## config.mk

```make
export PLATFORM = sky130hd
export DESIGN_NAME = diag_link_protocol_engine
export DESIGN_NICKNAME = d
export VERILOG_FILES = /design/src/rtl/core/dlpe_pkg.sv /design/src/rtl/core/diag_link_protocol_engine.sv
export SDC_FILE = /design/constraint.sdc
export NUM_CORES = 1
export LEC_CHECK = 0
export BUFFER_PORTS_ARGS = -buffer_cell sky130_fd_sc_hd__buf_4
export CAP_MARGIN = 20
export CORE_MARGIN = 2
export CORE_UTILIZATION = 25
export DETAILED_ROUTE_END_ITERATION = 8
export HOLD_SLACK_MARGIN = 0.08
export MAX_ROUTING_LAYER = met4
export PLACE_DENSITY = 0.5
export SLEW_MARGIN = 20
export SYNTH_ARGS = -nofsm -noshare
export SYNTH_HDL_FRONTEND = slang
export SYNTH_SLANG_ARGS = --single-unit
```

## constraint.sdc

```tcl
create_clock -name clock -period 3.8 [get_ports clock]
set_input_delay 0.19 -clock clock [delete_from_list [all_inputs] [get_ports clock]]
set_output_delay 0.19 -clock clock [all_outputs]
set_load 0.03 [all_outputs]
```

## src/rtl/core/dlpe_pkg.sv

```systemverilog
// ----------------------------------------------------------------------------
// dlpe_pkg
// Shared types and link codes for the diagnostic link protocol engine.
// ----------------------------------------------------------------------------
package dlpe_pkg;

   localparam logic [1:0] KIND_FRAME    = 2'd0;
   localparam logic [1:0] KIND_RX_ERROR = 2'd1;
   localparam logic [1:0] KIND_READ     = 2'd2;
   localparam logic [1:0] KIND_WRITE    = 2'd3;

   localparam logic [1:0] WIDTH_BYTE    = 2'd1;

   localparam logic [8:0] CMD_MARK      = 9'h100;

   localparam logic [7:0] MODE_FLOOR    = 8'hD0;
   localparam logic [7:0] M_IDLE        = 8'hDA;
   localparam logic [7:0] M_RD_LSB      = 8'hD0;
   localparam logic [7:0] M_RD_RES      = 8'hD8;
   localparam logic [7:0] M_W16_MSB     = 8'hDD;
   localparam logic [7:0] M_W16_LSB     = 8'hD3;
   localparam logic [7:0] M_W16_DATA    = 8'hDE;
   localparam logic [7:0] M_W16_DLSB    = 8'hD4;
   localparam logic [7:0] M_W16_ACK     = 8'hDF;
   localparam logic [7:0] M_W8_MSB      = 8'hDC;
   localparam logic [7:0] M_W8_LSB      = 8'hD5;
   localparam logic [7:0] M_W8_DATA     = 8'hD6;
   localparam logic [7:0] M_W8_ACK      = 8'hD7;

   typedef struct packed {
      logic        tx_valid;
      logic [8:0]  tx_frame;
      logic        read_valid;
      logic [15:0] read_data;
      logic [1:0]  read_bytes;
      logic        read_last;
      logic        write_done;
      logic        resync;
      logic        stray;
      logic        busy_res;
   } rsp_type;

endpackage

```

## src/rtl/core/diag_link_protocol_engine.sv

```systemverilog
// ----------------------------------------------------------------------------
// diag_link_protocol_engine
// Slave side of a 9-bit marked memory-access link: decodes announcements and
// payload beats, tracks one read and one write, and picks at most one reply.
// ----------------------------------------------------------------------------
//   channel   direction  handshake            payload
//   req_      in         req_valid/req_stall  kind, frame, address,
//                                             byte_count, write_width,
//                                             write_value
//   rsp_      out        rsp_valid/rsp_stall  tx_*, read_*, write_done,
//                                             resync, stray, busy_res
//
// One beat per cycle sustained while rsp_stall is low; each beat yields
// exactly one result beat via the input register, then the result register.
// Link state updates as a beat moves from the input register to the result
// register. Synchronous reset clears all state and empties both registers.
// A stalled result holds the input register; req_stall rises only then.
// ----------------------------------------------------------------------------
module diag_link_protocol_engine (
   input  logic        clock,
   input  logic        reset,
   input  logic        req_valid,
   output logic        req_stall,
   input  logic [1:0]  req_kind,
   input  logic [8:0]  req_frame,
   input  logic [15:0] req_address,
   input  logic [7:0]  req_byte_count,
   input  logic [1:0]  req_write_width,
   input  logic [15:0] req_write_value,
   output logic        rsp_valid,
   input  logic        rsp_stall,
   output logic        rsp_tx_valid,
   output logic [8:0]  rsp_tx_frame,
   output logic        rsp_read_valid,
   output logic [15:0] rsp_read_data,
   output logic [1:0]  rsp_read_bytes,
   output logic        rsp_read_last,
   output logic        rsp_write_done,
   output logic        rsp_resync,
   output logic        rsp_stray,
   output logic        rsp_busy_res
);

   logic        in_valid_ff;
   logic [1:0]  kind_ff;
   logic [8:0]  frame_ff;
   logic [15:0] address_ff;
   logic [7:0]  byte_count_ff;
   logic [1:0]  write_width_ff;
   logic [15:0] write_value_ff;

   logic              out_valid_ff;
   dlpe_pkg::rsp_type out_ff, out_in;

   logic [7:0]  link_mode_ff, link_mode_in;
   logic [1:0]  payload_remaining_ff, payload_remaining_in;
   logic [1:0]  payload_position_ff, payload_position_in;
   logic [7:0]  payload_byte0_ff, payload_byte0_in;
   logic [7:0]  payload_byte1_ff, payload_byte1_in;
   logic        read_pending_ff, read_pending_in;
   logic [15:0] read_pointer_ff, read_pointer_in;
   logic [7:0]  read_left_ff, read_left_in;
   logic [15:0] write_pointer_ff, write_pointer_in;
   logic [15:0] write_word_ff, write_word_in;
   logic        write_is_byte_ff, write_is_byte_in;
   logic        write_addr_pending_ff, write_addr_pending_in;
   logic        write_data_pending_ff, write_data_pending_in;

   logic        out_free;
   logic        advance;
   logic        req_take;
   logic        group_done;
   logic [7:0]  group_mode;
   logic [1:0]  chunk_bytes;
   logic [15:0] readback;

   assign out_free  = !out_valid_ff || !rsp_stall;
   assign advance   = in_valid_ff && out_free;
   assign req_stall = in_valid_ff && !out_free;
   assign req_take  = req_valid && !req_stall;

   always_ff @(posedge clock) begin
      if (reset) begin
         in_valid_ff <= 1'b0;
      end else if (req_take) begin
         in_valid_ff <= 1'b1;
      end else if (advance) begin
         in_valid_ff <= 1'b0;
      end
   end

   always_ff @(posedge clock) begin
      if (req_take) begin
         kind_ff        <= req_kind;
         frame_ff       <= req_frame;
         address_ff     <= req_address;
         byte_count_ff  <= req_byte_count;
         write_width_ff <= req_write_width;
         write_value_ff <= req_write_value;
      end
   end

   always_comb begin
      link_mode_in          = link_mode_ff;
      payload_remaining_in  = payload_remaining_ff;
      payload_position_in   = payload_position_ff;
      payload_byte0_in      = payload_byte0_ff;
      payload_byte1_in      = payload_byte1_ff;
      read_pending_in       = read_pending_ff;
      read_pointer_in       = read_pointer_ff;
      read_left_in          = read_left_ff;
      write_pointer_in      = write_pointer_ff;
      write_word_in         = write_word_ff;
      write_is_byte_in      = write_is_byte_ff;
      write_addr_pending_in = write_addr_pending_ff;
      write_data_pending_in = write_data_pending_ff;
      out_in                = '0;
      group_done            = 1'b0;
      group_mode            = link_mode_ff;
      chunk_bytes           = '0;
      readback              = '0;

      case (kind_ff)
         dlpe_pkg::KIND_FRAME: begin
            if (frame_ff[8]) begin
               if (frame_ff[7:0] >= dlpe_pkg::MODE_FLOOR) begin
                  link_mode_in        = frame_ff[7:0];
                  group_mode          = frame_ff[7:0];
                  payload_position_in = 2'd0;
                  if (frame_ff[7:0] == dlpe_pkg::M_RD_RES ||
                      frame_ff[7:0] == dlpe_pkg::M_W16_ACK) begin
                     payload_remaining_in = 2'd2;
                  end else if (frame_ff[7:0] == dlpe_pkg::M_W8_ACK) begin
                     payload_remaining_in = 2'd1;
                  end else begin
                     payload_remaining_in = 2'd0;
                     group_done           = 1'b1;
                  end
               end
            end else if (payload_remaining_ff != 2'd0) begin
               if (payload_position_ff == 2'd0) begin
                  payload_byte0_in    = frame_ff[7:0];
                  payload_position_in = 2'd1;
               end else if (payload_position_ff == 2'd1) begin
                  payload_byte1_in    = frame_ff[7:0];
                  payload_position_in = 2'd2;
               end
               payload_remaining_in = payload_remaining_ff - 2'd1;
               group_done           = (payload_remaining_ff == 2'd1);
            end else begin
               out_in.stray = 1'b1;
            end
         end
         dlpe_pkg::KIND_RX_ERROR: begin
            payload_remaining_in = 2'd0;
            out_in.resync        = 1'b1;
         end
         dlpe_pkg::KIND_READ: begin
            if (read_pending_ff) begin
               out_in.busy_res = 1'b1;
            end else begin
               read_pointer_in = address_ff;
               read_left_in    = byte_count_ff;
               read_pending_in = 1'b1;
            end
         end
         default: begin
            if (write_addr_pending_ff || write_data_pending_ff) begin
               out_in.busy_res = 1'b1;
            end else begin
               write_pointer_in      = address_ff;
               write_is_byte_in      = (write_width_ff == dlpe_pkg::WIDTH_BYTE);
               write_word_in         = (write_width_ff == dlpe_pkg::WIDTH_BYTE)
                                     ? {8'h00, write_value_ff[7:0]} : write_value_ff;
               write_addr_pending_in = 1'b1;
            end
         end
      endcase

      if (group_done) begin
         unique case (group_mode) inside
            dlpe_pkg::M_IDLE: begin
               if (read_pending_ff) begin
                  out_in.tx_valid = 1'b1;
                  out_in.tx_frame = {1'b0, read_pointer_ff[15:8]};
               end else if (write_addr_pending_ff || write_data_pending_ff) begin
                  out_in.tx_valid = 1'b1;
                  out_in.tx_frame = dlpe_pkg::CMD_MARK | {1'b0, (write_is_byte_ff
                                  ? dlpe_pkg::M_W8_MSB : dlpe_pkg::M_W16_MSB)};
               end
            end
            dlpe_pkg::M_RD_LSB: begin
               out_in.tx_valid = 1'b1;
               out_in.tx_frame = {1'b0, read_pointer_ff[7:0]};
            end
            dlpe_pkg::M_RD_RES: begin
               if (read_pending_ff) begin
                  chunk_bytes = (read_left_ff > 8'd2) ? 2'd2 : read_left_ff[1:0];
                  out_in.read_valid = 1'b1;
                  out_in.read_bytes = chunk_bytes;
                  out_in.read_data  = {(chunk_bytes != 2'd0) ? payload_byte0_in : 8'h00,
                                       (chunk_bytes == 2'd2) ? payload_byte1_in : 8'h00};
                  read_left_in      = read_left_ff - {6'd0, chunk_bytes};
                  read_pointer_in   = read_pointer_ff + {14'd0, chunk_bytes};
                  if (read_left_ff == {6'd0, chunk_bytes}) begin
                     read_pending_in  = 1'b0;
                     out_in.read_last = 1'b1;
                  end
               end else begin
                  out_in.stray = 1'b1;
               end
               out_in.tx_valid = 1'b1;
               out_in.tx_frame = dlpe_pkg::CMD_MARK | {1'b0, dlpe_pkg::M_IDLE};
            end
            dlpe_pkg::M_W16_MSB, dlpe_pkg::M_W8_MSB: begin
               out_in.tx_valid = 1'b1;
               out_in.tx_frame = {1'b0, write_pointer_ff[15:8]};
            end
            dlpe_pkg::M_W16_LSB, dlpe_pkg::M_W8_LSB: begin
               out_in.tx_valid = 1'b1;
               out_in.tx_frame = {1'b0, write_pointer_ff[7:0]};
            end
            dlpe_pkg::M_W16_DATA, dlpe_pkg::M_W8_DATA: begin
               if (write_addr_pending_ff) begin
                  write_addr_pending_in = 1'b0;
                  write_data_pending_in = 1'b1;
               end else if (!write_data_pending_ff) begin
                  out_in.tx_valid = 1'b1;
                  out_in.tx_frame = dlpe_pkg::CMD_MARK | {1'b0, dlpe_pkg::M_IDLE};
               end else begin
                  out_in.tx_valid = 1'b1;
                  out_in.tx_frame = {1'b0, (group_mode == dlpe_pkg::M_W8_DATA)
                                  ? write_word_ff[7:0] : write_word_ff[15:8]};
               end
            end
            dlpe_pkg::M_W16_DLSB: begin
               out_in.tx_valid = 1'b1;
               out_in.tx_frame = write_data_pending_ff
                               ? {1'b0, write_word_ff[7:0]}
                               : dlpe_pkg::CMD_MARK | {1'b0, dlpe_pkg::M_IDLE};
            end
            dlpe_pkg::M_W16_ACK, dlpe_pkg::M_W8_ACK: begin
               readback = (group_mode == dlpe_pkg::M_W8_ACK)
                        ? {8'h00, payload_byte0_in}
                        : {payload_byte0_in, payload_byte1_in};
               if (readback == write_word_ff) begin
                  write_data_pending_in = 1'b0;
                  out_in.write_done     = 1'b1;
               end
            end
            default: begin
               out_in.resync = 1'b1;
            end
         endcase
      end
   end

   always_ff @(posedge clock) begin
      if (reset) begin
         link_mode_ff          <= '0;
         payload_remaining_ff  <= '0;
         payload_position_ff   <= '0;
         payload_byte0_ff      <= '0;
         payload_byte1_ff      <= '0;
         read_pending_ff       <= 1'b0;
         read_pointer_ff       <= '0;
         read_left_ff          <= '0;
         write_pointer_ff      <= '0;
         write_word_ff         <= '0;
         write_is_byte_ff      <= 1'b0;
         write_addr_pending_ff <= 1'b0;
         write_data_pending_ff <= 1'b0;
      end else if (advance) begin
         link_mode_ff          <= link_mode_in;
         payload_remaining_ff  <= payload_remaining_in;
         payload_position_ff   <= payload_position_in;
         payload_byte0_ff      <= payload_byte0_in;
         payload_byte1_ff      <= payload_byte1_in;
         read_pending_ff       <= read_pending_in;
         read_pointer_ff       <= read_pointer_in;
         read_left_ff          <= read_left_in;
         write_pointer_ff      <= write_pointer_in;
         write_word_ff         <= write_word_in;
         write_is_byte_ff      <= write_is_byte_in;
         write_addr_pending_ff <= write_addr_pending_in;
         write_data_pending_ff <= write_data_pending_in;
      end
   end

   always_ff @(posedge clock) begin
      if (reset) begin
         out_valid_ff <= 1'b0;
      end else if (out_free) begin
         out_valid_ff <= advance;
      end
   end

   always_ff @(posedge clock) begin
      if (advance) begin
         out_ff <= out_in;
      end
   end

   assign rsp_valid      = out_valid_ff;
   assign rsp_tx_valid   = out_ff.tx_valid;
   assign rsp_tx_frame   = out_ff.tx_frame;
   assign rsp_read_valid = out_ff.read_valid;
   assign rsp_read_data  = out_ff.read_data;
   assign rsp_read_bytes = out_ff.read_bytes;
   assign rsp_read_last  = out_ff.read_last;
   assign rsp_write_done = out_ff.write_done;
   assign rsp_resync     = out_ff.resync;
   assign rsp_stray      = out_ff.stray;
   assign rsp_busy_res   = out_ff.busy_res;

endmodule

```

# [After elaboration in Yosys (flattened, before gate mapping)]
# Cells that the tools add are included.
[word_totals] reg_bits=177 in_bits=57 out_inout_bits=36 word_cells=183
[op_classes] n_addsub=3 n_lt_le_gt_ge=2 eq_ne=28 muxes=81 bitwise_logic=2 n_reduce_logical=35
[ops] cell="8-bit 2-to-1 mux" count=20
[ops] cell="8-bit equality test (second input constant)" count=15
[ops] cell="16-bit 2-to-1 mux" count=7
[ops] cell="10-bit one-hot mux with 7 select lines" count=1
[ops] cell="1-bit 2-to-1 mux" count=33
[ops] cell="10-bit 2-to-1 mux" count=3
[ops] cell="2-bit 2-to-1 mux" count=11
[ops] cell="20-bit 2-to-1 mux" count=1
[ops] cell="9-bit 2-to-1 mux" count=2
[ops] cell="16-bit by 2-bit adder with 16-bit output" count=1
[ops] cell="16-bit equality test" count=1
[ops] cell="4-bit AND reduction" count=3
[ops] cell="2-bit nonzero test" count=6
[ops] cell="12-bit OR reduction" count=1
[ops] cell="5-bit AND reduction" count=2
[ops] cell="2-bit OR reduction" count=5
[ops] cell="2-bit by 1-bit equality test with 1-bit output (second input constant)" count=4
[ops] cell="8-bit by 2-bit equality test with 1-bit output" count=1
[ops] cell="8-bit >= comparator (second input constant)" count=1
[ops] cell="8-bit by 2-bit > comparator with 1-bit output (second input constant)" count=1
[ops] cell="8-bit by 2-bit subtractor with 8-bit output" count=1
[ops] cell="3-bit inequality test (second input constant)" count=2
[ops] cell="3-bit AND reduction" count=2
[ops] cell="2-bit equality test (second input constant)" count=2
[ops] cell="13 further kinds" count=25

# [Depth between registers and ports, before layout]
# Gate-level depths: netlist of run 1.
[depth] depth_word=10 mapped_depth=14 depth_no_buf=14

# [Least setup slack after synthesis of run 1]
# OpenSTA, ideal clock, no wires.
[synth_timing] path_kind="flip-flop to flip-flop" start="reg out_valid_ff, in the netlist rsp_valid" end="reg address_ff[0] (enable)" arrival_ns=3.125 required_time_ns=3.331 slack_ns=0.206 path_stages_with_launch=3 n_path_buf=0 period_less_slack_ns=3.594 cell_sequence="dfxtp_1 -> and3_1 -> nor2b_1"
[synth_between] elab_chain_cells=6
[synth_rtl] element="start, declared" line_no="diag_link_protocol_engine.sv:52" text="logic out_valid_ff;"
[synth_rtl] element="start signal, assigned" line_no="diag_link_protocol_engine.sv:294" text="out_valid_ff <= advance;"
[synth_rtl] element="1-bit zero test" line_no="diag_link_protocol_engine.sv:77" text="assign out_free = !out_valid_ff || !rsp_stall;"
[synth_rtl] element="1-bit logical OR" line_no="diag_link_protocol_engine.sv:77"
[synth_rtl] element="1-bit zero test" line_no="diag_link_protocol_engine.sv:79" text="assign req_stall = in_valid_ff && !out_free;"
[synth_rtl] element="1-bit logical AND" line_no="diag_link_protocol_engine.sv:79"
[synth_rtl] element="named net req_stall" line_no="diag_link_protocol_engine.sv:23" text="output logic req_stall,"
[synth_rtl] element="1-bit zero test" line_no="diag_link_protocol_engine.sv:80" text="assign req_take = req_valid && !req_stall;"
[synth_rtl] element="1-bit logical AND" line_no="diag_link_protocol_engine.sv:80"
[synth_rtl] element="named net req_take" line_no="diag_link_protocol_engine.sv:71" text="logic req_take;"
[synth_rtl] element="end signal, assigned" line_no="diag_link_protocol_engine.sv:96" text="address_ff <= req_address;"
[synth_rtl] element="end, declared" line_no="diag_link_protocol_engine.sv:47" text="logic [15:0] address_ff;"
# The timed path passes the listed nets, and every way through them passes these cells.
# A chain may end at the register's enable or synchronous reset.

# [Worst setup path in the final report of run 1]
[layout_timing] start="reg kind_ff[1]" end="reg out_ff (netlist bit rsp_tx_frame[8]) (data pin)"
[layout_between] elab_chain_cells=5 elab_cells_between_ends=17
[layout_rtl] element="start, declared" line_no="diag_link_protocol_engine.sv:45" text="logic [1:0] kind_ff;"
[layout_rtl] element="start signal, assigned" line_no="diag_link_protocol_engine.sv:94" text="kind_ff <= req_kind;"
[layout_rtl] element="2-bit zero test *" line_no="diag_link_protocol_engine.sv:123" text="case (kind_ff)"
[layout_rtl] element="8-bit 2-to-1 mux"
[layout_rtl] element="8-bit equality test (no source line)"
[layout_rtl] element="2-bit OR reduction" line_no="diag_link_protocol_engine.sv:181" text="unique case (group_mode) inside"
[layout_rtl] element="10-bit one-hot mux with 7 select lines" line_no="diag_link_protocol_engine.sv:181"
[layout_rtl] element="end signal, assigned" line_no="diag_link_protocol_engine.sv:300" text="out_ff <= out_in;"
[layout_rtl] element="end, declared" line_no="diag_link_protocol_engine.sv:53" text="dlpe_pkg::rsp_type out_ff, out_in;"
# Mark *: on every way between the ends. The rest lies on a longest branch, timed or not.

==> results list, run 1 <==
* Result of the run: finished clean
- CTS root buffer: sky130_fd_sc_hd__clkbuf_16
- After the last flow step, the layout net total stands at 1054.
- Entering global routing, the biggest net connects 49 pins.
- The core region is 33360 µm².
* Clock Latency Late Sink: 450 ps
- In this run the most critical hold path is launched from reset.
- Worst slack after detailed placement: 415.7 ps
- The detailed router placed 7056 vias in this run.
- Placed Cells incl. Taps: 1365
- On the worst path, the slowest cell contributes a delay of 690 ps.
* Total negative slack: 0 ps
- The average instance in the mapped netlist occupies 9.756 µm².
- Of the available clock period, the critical path in the final layout requires 90.48%.
* Final setup vio count: 0
- Family with the most delay on the worst path: simple AND/OR/NAND/NOR gates
* Arithmetic-cell share of the synthesized area counting full adders, half adders and majority gates: 0.9808%
- # H-tree levels: 4
- DP HPWL: around 19 mm
- Counting both buffers and inverters, the worst setup path holds a total of 0.
- sky130_fd_sc_hd__edfxtp_1 takes more of the synthesized area than any other cell.
- The number of antenna violations at the first check in global routing came to 0.
- For this design, the sink count on the clock tree is 177.
* Die Area: 35160 µm²
- 0 antenna diodes ended up in the layout.
* Achievable Freq: 290.9 MHz
- By area, the combinational part of the netlist is dominated by simple AND/OR/NAND/NOR gates.
- Global routing consumed, over all layers together, 15.49% of the routing resources.
- The via count of the first global-routing pass was 6884.
- Sequential share of the synthesized area: 52.43%
- Tracing the worst setup path back leads to its startpoint at kind_ff[1]$_DFFE_PP_.
- The longest clock path from root to sink contains 2 buffers.
* R2R setup slack: 360 ps
- Post-Route WL: 26.00 mm
- TritonCTS clock tree: yes
- The count of nets left with antenna violations once routing finished came out at 0.
* Drt wl/cell: 17.91 µm
- Once routing completed, OpenROAD measured the worst setup slack at ~360 ps.
- Summing all placed instances gives a cell area of between 9000 and 10000 µm².
- Yosys mapped a number of flops with a built-in enable equal to just under 90.
- Buffers inserted during clock tree synthesis total 17.
* Post-route cell area: 10670 µm²
- Reg-to-Reg Start: kind_ff[1]$_DFFE_PP_
* Proportion of synthesized flip-flops having asynchronous set or reset: 0%
* Net Count, Synth: 926
- Routability-driven placement finished with a final weighted congestion of 0.9387.
- Multiplexer fraction of the synthesized cell area: approximately 4.7%
- Cell types with the largest area share after synthesis: sky130_fd_sc_hd__edfxtp_1, sky130_fd_sc_hd__dfxtp_1, sky130_fd_sc_hd__a21oi_1
- The first global-routing pass estimated between 40 and 50 mm of wire.
* Number of cells in the finished layout apart from fillers: 1452
- Smallest hold slack: 217.5 ps
* First-iteration detailed-routing DRC count: 563
* Leading cell type in the layout, fill and taps excluded: sky130_fd_sc_hd__nand2_1
- After clock tree synthesis, the clock-pin slew on the worst setup and hold paths is 80 ps.
- Required time reported for the critical path endpoint: 3980 ps
- Cell count of the worst reg-to-reg path: 7
* Final core utilization: roughly a third
- Type of element launching the critical path: flip-flop
- Type of the worst setup path: flip-flop to flip-flop
* Xor-xnor portion of the synthesized cell area: under 10%
* Cell with the biggest individual delay on the critical path: sky130_fd_sc_hd__o41ai_4
- Number of top-level design ports: 93
- Across the VDD grid, the largest voltage drop is approximately 0.23 mV.
* Post-Synth Simple-Gate Area: 18.25%
- Counting buffers and inverters, the worst setup path is 7 cells deep.
- Relative to the synthesized area, the layout overhead comes to 26.68%.
- The layout has 3543 filler cells.
* Cell leakage power: 3.789 nW
* Top_reg_cell synth: sky130_fd_sc_hd__dfxtp_1
- Number of hold violations in the final report: 0
- Die Width: 187.5 µm
- In the routed layout, each cell is associated on average with a via count of 4.860.
* Normalized max-slew margin: 31.62%
* Site row count: 67
- After detailed routing, the number of remaining DRC violations is 0.
- # resized after CTS: 0
* Count of distinct cell types in the synthesized netlist: 75
- The top cell type by area accounts for 31.03% of the synthesized area.
* Transition at the pin with the smallest max-transition slack: 1024 ps
* Endpoint of the most critical register-to-register path: rsp_tx_frame[8]$_SDFFCE_PN0P_
- Unrepaired setup endpoints after global routing: false
- Crit-path cells: or2_2 -> nor2_2 -> nor3_1 -> o21a_1 -> or3_1 -> o41ai_4 -> nor2_1
- Power per cell area: 397.6 nW/µm²
- Timing endpoint of the critical path: rsp_tx_frame[8]$_SDFFCE_PN0P_
* Post-Syn Instances: 863
- Ratio of cells with drive above 1 in the final layout: 16.53%
- PortBufs: 92
- Number of register bits inferred by synthesis: around 180
* Worst Hold Class: input port to flip-flop
* Starting Density: approximately a quarter
* Number of maximum-capacitance constraint violations: 0
* GRT Residual Overflow: 0
- Pre-Repair DR Iteration Count: 5
- In the layout the commonest cells are sky130_fd_sc_hd__nand2_1, sky130_fd_sc_hd__buf_4, sky130_fd_sc_hd__dfxtp_1.
* PnR Total Power: 4.240 mW
- Synthesized-area fraction occupied by ao, oa, aoi and oai cells: 17.88%
- Post-synthesis instance area: 8419 µm²
* Crit path max fanout: 12
* Total of warnings raised by yosys: 0
- The count of pins over their slew limit is 0.
* Vert. Die Dim: between 150 and 200 µm
- Shortest clock period the worst path allows after layout: 3438 ps
- Clock Skew: ~17 ps
- Data arrives at the worst endpoint at 3620 ps.
* Crit path capture type: flip-flop
- Buffers added to address setup during post-CTS repair amount to 0.
## layer usage
| metal | routed length, µm | up-vias | global-route usage [%] |
|---|---|---|---|
| li1 | - | 3429 | - |
| met1 | 13160 | 3420 | 21.95 |
| met2 | 11420 | 181 | 22.81 |
| met3 | 1044 | 26 | 2.377 |
| met4 | 380 | 0 | 4.512 |
| met5 | 0 | - | - |
## what timing repair did
| item | in CTS | in global routing |
|---|---|---|
| endpoints found under the hold margin | 55 | 0 |
| hold buffers | 55 | 0 |
| setup endpoints to repair | 0 | 0 |
## registers in the layout, summed over array words and instances (netlist names), 2 cells and up
| name | cells |
|---|---|
| address_ff | 16 |
| byte_count_ff | 8 |
| frame_ff | 9 |
| kind_ff | 2 |
| link_mode_ff | 8 |
| payload_byte0_ff | 8 |
| payload_byte1_ff | 8 |
| payload_position_ff | 2 |
| payload_remaining_ff | 2 |
| read_left_ff | 8 |
| read_pointer_ff | 16 |
| rsp_read_bytes | 2 |
| rsp_read_data | 16 |
| rsp_tx_frame | 9 |
| write_pointer_ff | 16 |
| write_value_ff | 16 |
| write_width_ff | 2 |
| write_word_ff | 16 |
## worst min path at each step
stage                                              end  slack, ps  depth (start not counted)
finish                  write_word_ff[15]$_SDFFE_PP0P_        220                          2
global route        write_addr_pending_ff$_SDFFE_PP0P_        250                          2
CTS                 write_addr_pending_ff$_SDFFE_PP0P_        210                          2
global placement            byte_count_ff[4]$_DFFE_PP_        370                          1
detailed placement          byte_count_ff[1]$_DFFE_PP_        370                          1
floorplan                      address_ff[0]$_DFFE_PP_        290                          0
## final cells by class
cell class,count,area [µm²],area share [%]
well taps,448,560.5,5.256
clock buffers,17,425.4,3.989
clock inverters,15,140.1,1.314
flip-flops and latches,177,4414,41.39
repair buffers,163,1361,12.76
inverters,23,86.33,0.8095
multi-input cells,609,3677,34.48
## cell families after synthesis
logic type / after synthesis
other: 1
xor gates and xnor gates: 17
and+or+nand+nor: 319
DFF: 177
buffers and inverters: 77
muxes: 39
adders and majority gates: 6
AOI/OAI and AO/OA: 227
## Yosys cell counts, types with 6 or more instances
library cell / number
sky130_fd_sc_hd__nand2_1: 111
sky130_fd_sc_hd__dfxtp_1: 90
sky130_fd_sc_hd__edfxtp_1: 87
sky130_fd_sc_hd__a21oi_1: 84
sky130_fd_sc_hd__nor2_1: 80
sky130_fd_sc_hd__mux2i_1: 37
sky130_fd_sc_hd__nand3_1: 35
sky130_fd_sc_hd__clkbuf_1: 34
sky130_fd_sc_hd__o21ai_0: 30
sky130_fd_sc_hd__a211oi_1: 25
sky130_fd_sc_hd__nor3_1: 23
sky130_fd_sc_hd__inv_1: 20
sky130_fd_sc_hd__o22ai_1: 15
sky130_fd_sc_hd__buf_2: 13
sky130_fd_sc_hd__a31oi_1: 11
sky130_fd_sc_hd__xnor2_1: 10
sky130_fd_sc_hd__and3_1: 8
sky130_fd_sc_hd__nor2b_1: 8
sky130_fd_sc_hd__or3_1: 7
sky130_fd_sc_hd__xor2_1: 7
sky130_fd_sc_hd__nand2b_1: 6
sky130_fd_sc_hd__nand4b_1: 6
sky130_fd_sc_hd__o211ai_1: 6
sky130_fd_sc_hd__o21a_1: 6
## worst reg2reg max path, cell delays in order, from the launching register on
cell and delay (ps):
sky130_fd_sc_hd__edfxtp_1 560, sky130_fd_sc_hd__or2_2 450, sky130_fd_sc_hd__nor2_2 420, sky130_fd_sc_hd__nor3_1 120, sky130_fd_sc_hd__o21a_1 300, sky130_fd_sc_hd__or3_1 490, sky130_fd_sc_hd__o41ai_4 690, sky130_fd_sc_hd__nor2_1 150
## power by group
| group | internal [mW] | total (mW) | switching, mW |
|---|---|---|---|
| registers | 2.07 | 2.14 | 0.0715 |
| logic | 0.161 | 0.359 | 0.198 |
| clock network | 0.872 | 1.74 | 0.865 |
(Power assumes the default switching activity.)
==> run 2, diff against run 1 <==
- CORE_ASPECT_RATIO: not set -> 0.8
==> results list, run 2 (synthesis gave the netlist of run 1 again) <==
* Total negative slack: 0 ps (unchanged)
- Launch instance of the worst min-delay path: reset
- Reg-to-Reg Start: read_left_ff[3]$_SDFFE_PP0P_
* Leading cell types in the layout, fill and taps excluded: sky130_fd_sc_hd__buf_4, sky130_fd_sc_hd__nand2_1, sky130_fd_sc_hd__dfxtp_1
- The power density relative to cell area came to 407.3 nW/µm² (+2.4%).
- Hold-critical path depth: 2 (unchanged)
- The via count of the first global-routing pass was 6734 (-2.2%).
* # diodes: 0 (unchanged)
* Clk sinks: 177 (unchanged)
* Pre-Repair DR Iteration Count: 6 (+1)
* Smallest hold slack: 188.0 ps (-29.60 ps)
* Achievable Freq: 297.3 MHz (+2.2%)
- Clock Skew: 15.91 ps (-1.556 ps)
- Result of the run: finished clean
- Post-Route WL: 25.85 mm (-0.60%)
- Die Width: 209.2 µm (+12%)
* Normalized max-slew margin: 33.82% (+2.2 points)
- Post-detailed-route via-to-cell ratio: 4.853 (-0.14%)
- Setup fix buffers added after clock tree synthesis: 0 (unchanged)
- The tightest min-delay check is of the input port to flip-flop type.
- Transition at the pin with the smallest max-transition slack: 990.6 ps (-32.89 ps)
- Type of the worst setup path: flip-flop to flip-flop
* Number of hold violations in the final report: 0 (unchanged)
* Unrepaired setup endpoints after global routing: false
- Wire length of the first global-routing pass: 39.69 mm (-2.9%)
* Peak supply drop: 0.2889 mV (+28%)
* Placeable Area: 33410 µm² (+0.13%)
* Crit path max fanout: 7 (-5)
* Remaining DRCs: 0 (unchanged)
- The number of placement rows was 60 (-10%).
- The number of input and output port buffers inserted was 92 (unchanged).
* Clock transition at the registers of the reported paths: 80 ps (about the same)
- The count of pins over their slew limit is 0 (unchanged).
- Shortest clock period the worst path allows after layout: 3364 ps (-74.15 ps)
- Endpoint of the most critical register-to-register path: read_pointer_ff[14]$_SDFFE_PP0P_
- First-iteration detailed-routing DRC count: 543 (-3.6%)
- Starting Density: 25.20% (-0.032 points)
- The number of buffers on the longest clock path is 2 (unchanged).
- The net count of the finished layout was 1062 (+0.76%).
* GRT Residual Overflow: 0 (unchanged)
- Compared with the post-synthesis result, the final layout area differs by 27.83%.
- Largest net degree at the start of global routing: 48 (-2.0%)
- Crit path capture type: flip-flop
- Total global-route track usage: 15.21% (-0.28 points)
* Ratio of cells with drive above 1 in the final layout: 17.29% (+0.76 points)
- DP HPWL: 18.30 mm (-2.3%)
- Hold endpoint: rsp_valid$_SDFFE_PP0P_
- The maximum level of the CTS H-tree is 4 (unchanged).
* Leading cell type in the layout, fill and taps excluded: sky130_fd_sc_hd__buf_4
* Clock buffers created by TritonCTS: 17 (unchanged)
* TritonCTS clock tree: yes
- R2R setup slack: 440 ps (+70 ps)
* Type of element launching the critical path: flip-flop
- In this run the clock root is driven by a sky130_fd_sc_hd__clkbuf_16.
- The per-cell routed wire length came to 17.87 µm (-0.18%).
* Number of maximum-capacitance constraint violations: 0 (unchanged)
* Data arrival at the endpoint of the critical path: 3730 ps (+110 ps)
* Antenna violations before repair: 0 (unchanged)
- Routability congestion estimate: 0.8671 (-7.6%)
* Die Area: 35170 µm² (about the same)
- The final setup violation count came to 0 (unchanged).
- The required arrival time at the worst endpoint came to 4160 ps (+180 ps).
* Cell count of the worst reg-to-reg path: 14 (+7)
- Fin crit share: 88.52% (-2.0 points)
- The insertion delay to the later sink of the worst-skew pair was 450 ps (about the same).
- The via count was 7017 (-0.55%).
- The y dimension of the die was 168.1 µm (-10%).
* Cell leakage power: 3.844 nW (+1.4%)
* Number of top-level design ports: 93 (unchanged)
- Antenna Nets Post-Route: 0 (unchanged)
==> run 2: cell types whose count changed in the layout (fill, tap and decap cells not counted) <==
cell,change
sky130_fd_sc_hd__a2111oi_1,-1
sky130_fd_sc_hd__a2111oi_2,+1
sky130_fd_sc_hd__buf_4,+8
sky130_fd_sc_hd__bufinv_16,+2
sky130_fd_sc_hd__clkinv_4,+1
sky130_fd_sc_hd__inv_4,-4
sky130_fd_sc_hd__inv_6,+2
sky130_fd_sc_hd__inv_8,-1
==> run 2: metal layers <==
layer  wire [µm]  track usage, %  part of all wire (%)
met3        1405           2.873                   5.4
met1       12790           21.40                    49
met5           0               -                     0
met4         274           3.913                   1.1
met2       11380           22.38                    44
==> run 2: worst max-delay path by stage <==
stage                                                   to  slack, ps                         start  cells after the start
final                     read_pointer_ff[14]$_SDFFE_PP0P_        440  read_left_ff[3]$_SDFFE_PP0P_                     14
after global routing      read_pointer_ff[14]$_SDFFE_PP0P_         70  read_left_ff[3]$_SDFFE_PP0P_                     14
after CTS                 read_pointer_ff[14]$_SDFFE_PP0P_        340  read_left_ff[3]$_SDFFE_PP0P_                     14
after detailed placement  read_pointer_ff[14]$_SDFFE_PP0P_        380  read_left_ff[3]$_SDFFE_PP0P_                     14
after global placement    read_pointer_ff[14]$_SDFFE_PP0P_        460  read_left_ff[3]$_SDFFE_PP0P_                     14
after floorplan                    address_ff[0]$_DFFE_PP_        210        rsp_valid$_SDFFE_PP0P_                      2
==> run 2: what timing repair did <==
item                                   CTS  global route
hold buffers                            55             0
endpoints found under the hold margin   55             0
gates resized for setup                  0             1
setup endpoints to repair                0             2
==> run 2: layout make-up <==
type	count	area (µm²)
clock inverter	15	190.2
tap	434	543.0
fill	3489	22640
sequential	177	4414
inverter	23	86.33
multi-input combinational	609	3682
timing repair buffer	171	1421
clock buffer	17	425.4
==> run 2: critical path: stages, from the launching register on <==
cell,delay [ps]
sky130_fd_sc_hd__dfxtp_1,350
sky130_fd_sc_hd__or3_1,390
sky130_fd_sc_hd__or2_2,310
sky130_fd_sc_hd__a2111oi_2,330
sky130_fd_sc_hd__buf_4,190
sky130_fd_sc_hd__and2_1,130
sky130_fd_sc_hd__ha_1,190
sky130_fd_sc_hd__fa_1,190
sky130_fd_sc_hd__nand2_1,90
sky130_fd_sc_hd__nor2_1,200
sky130_fd_sc_hd__nand3_1,250
sky130_fd_sc_hd__nor2_1,190
sky130_fd_sc_hd__xor2_1,160
sky130_fd_sc_hd__o22ai_1,80
sky130_fd_sc_hd__a211oi_1,220
==> run 2: through the flow <==
step | power [mW] | utilization [%] | setup slack [ps] | cell area [µm²] | cells
after floorplan | 2.346 | - | 206.3 | 8419 | 863
after global placement | 2.501 | 28.71 | 460.5 | 9592 | 1359
after detailed placement | 2.503 | 28.71 | 383.2 | 9592 | 1359
after CTS | 4.439 | 32.20 | 342.9 | 10760 | 1446
after global routing | 4.550 | 32.22 | 68.24 | 10760 | 1446
final | 4.384 | 32.22 | 436.1 | 10760 | 1446
==> run 2: report_power, final <==
| group | internal, mW | total [mW] | switching (mW) |
|---|---|---|---|
| clock network | 1.01 | 1.88 | 0.875 |
| registers | 2.07 | 2.13 | 0.0621 |
| logic | 0.163 | 0.369 | 0.206 |
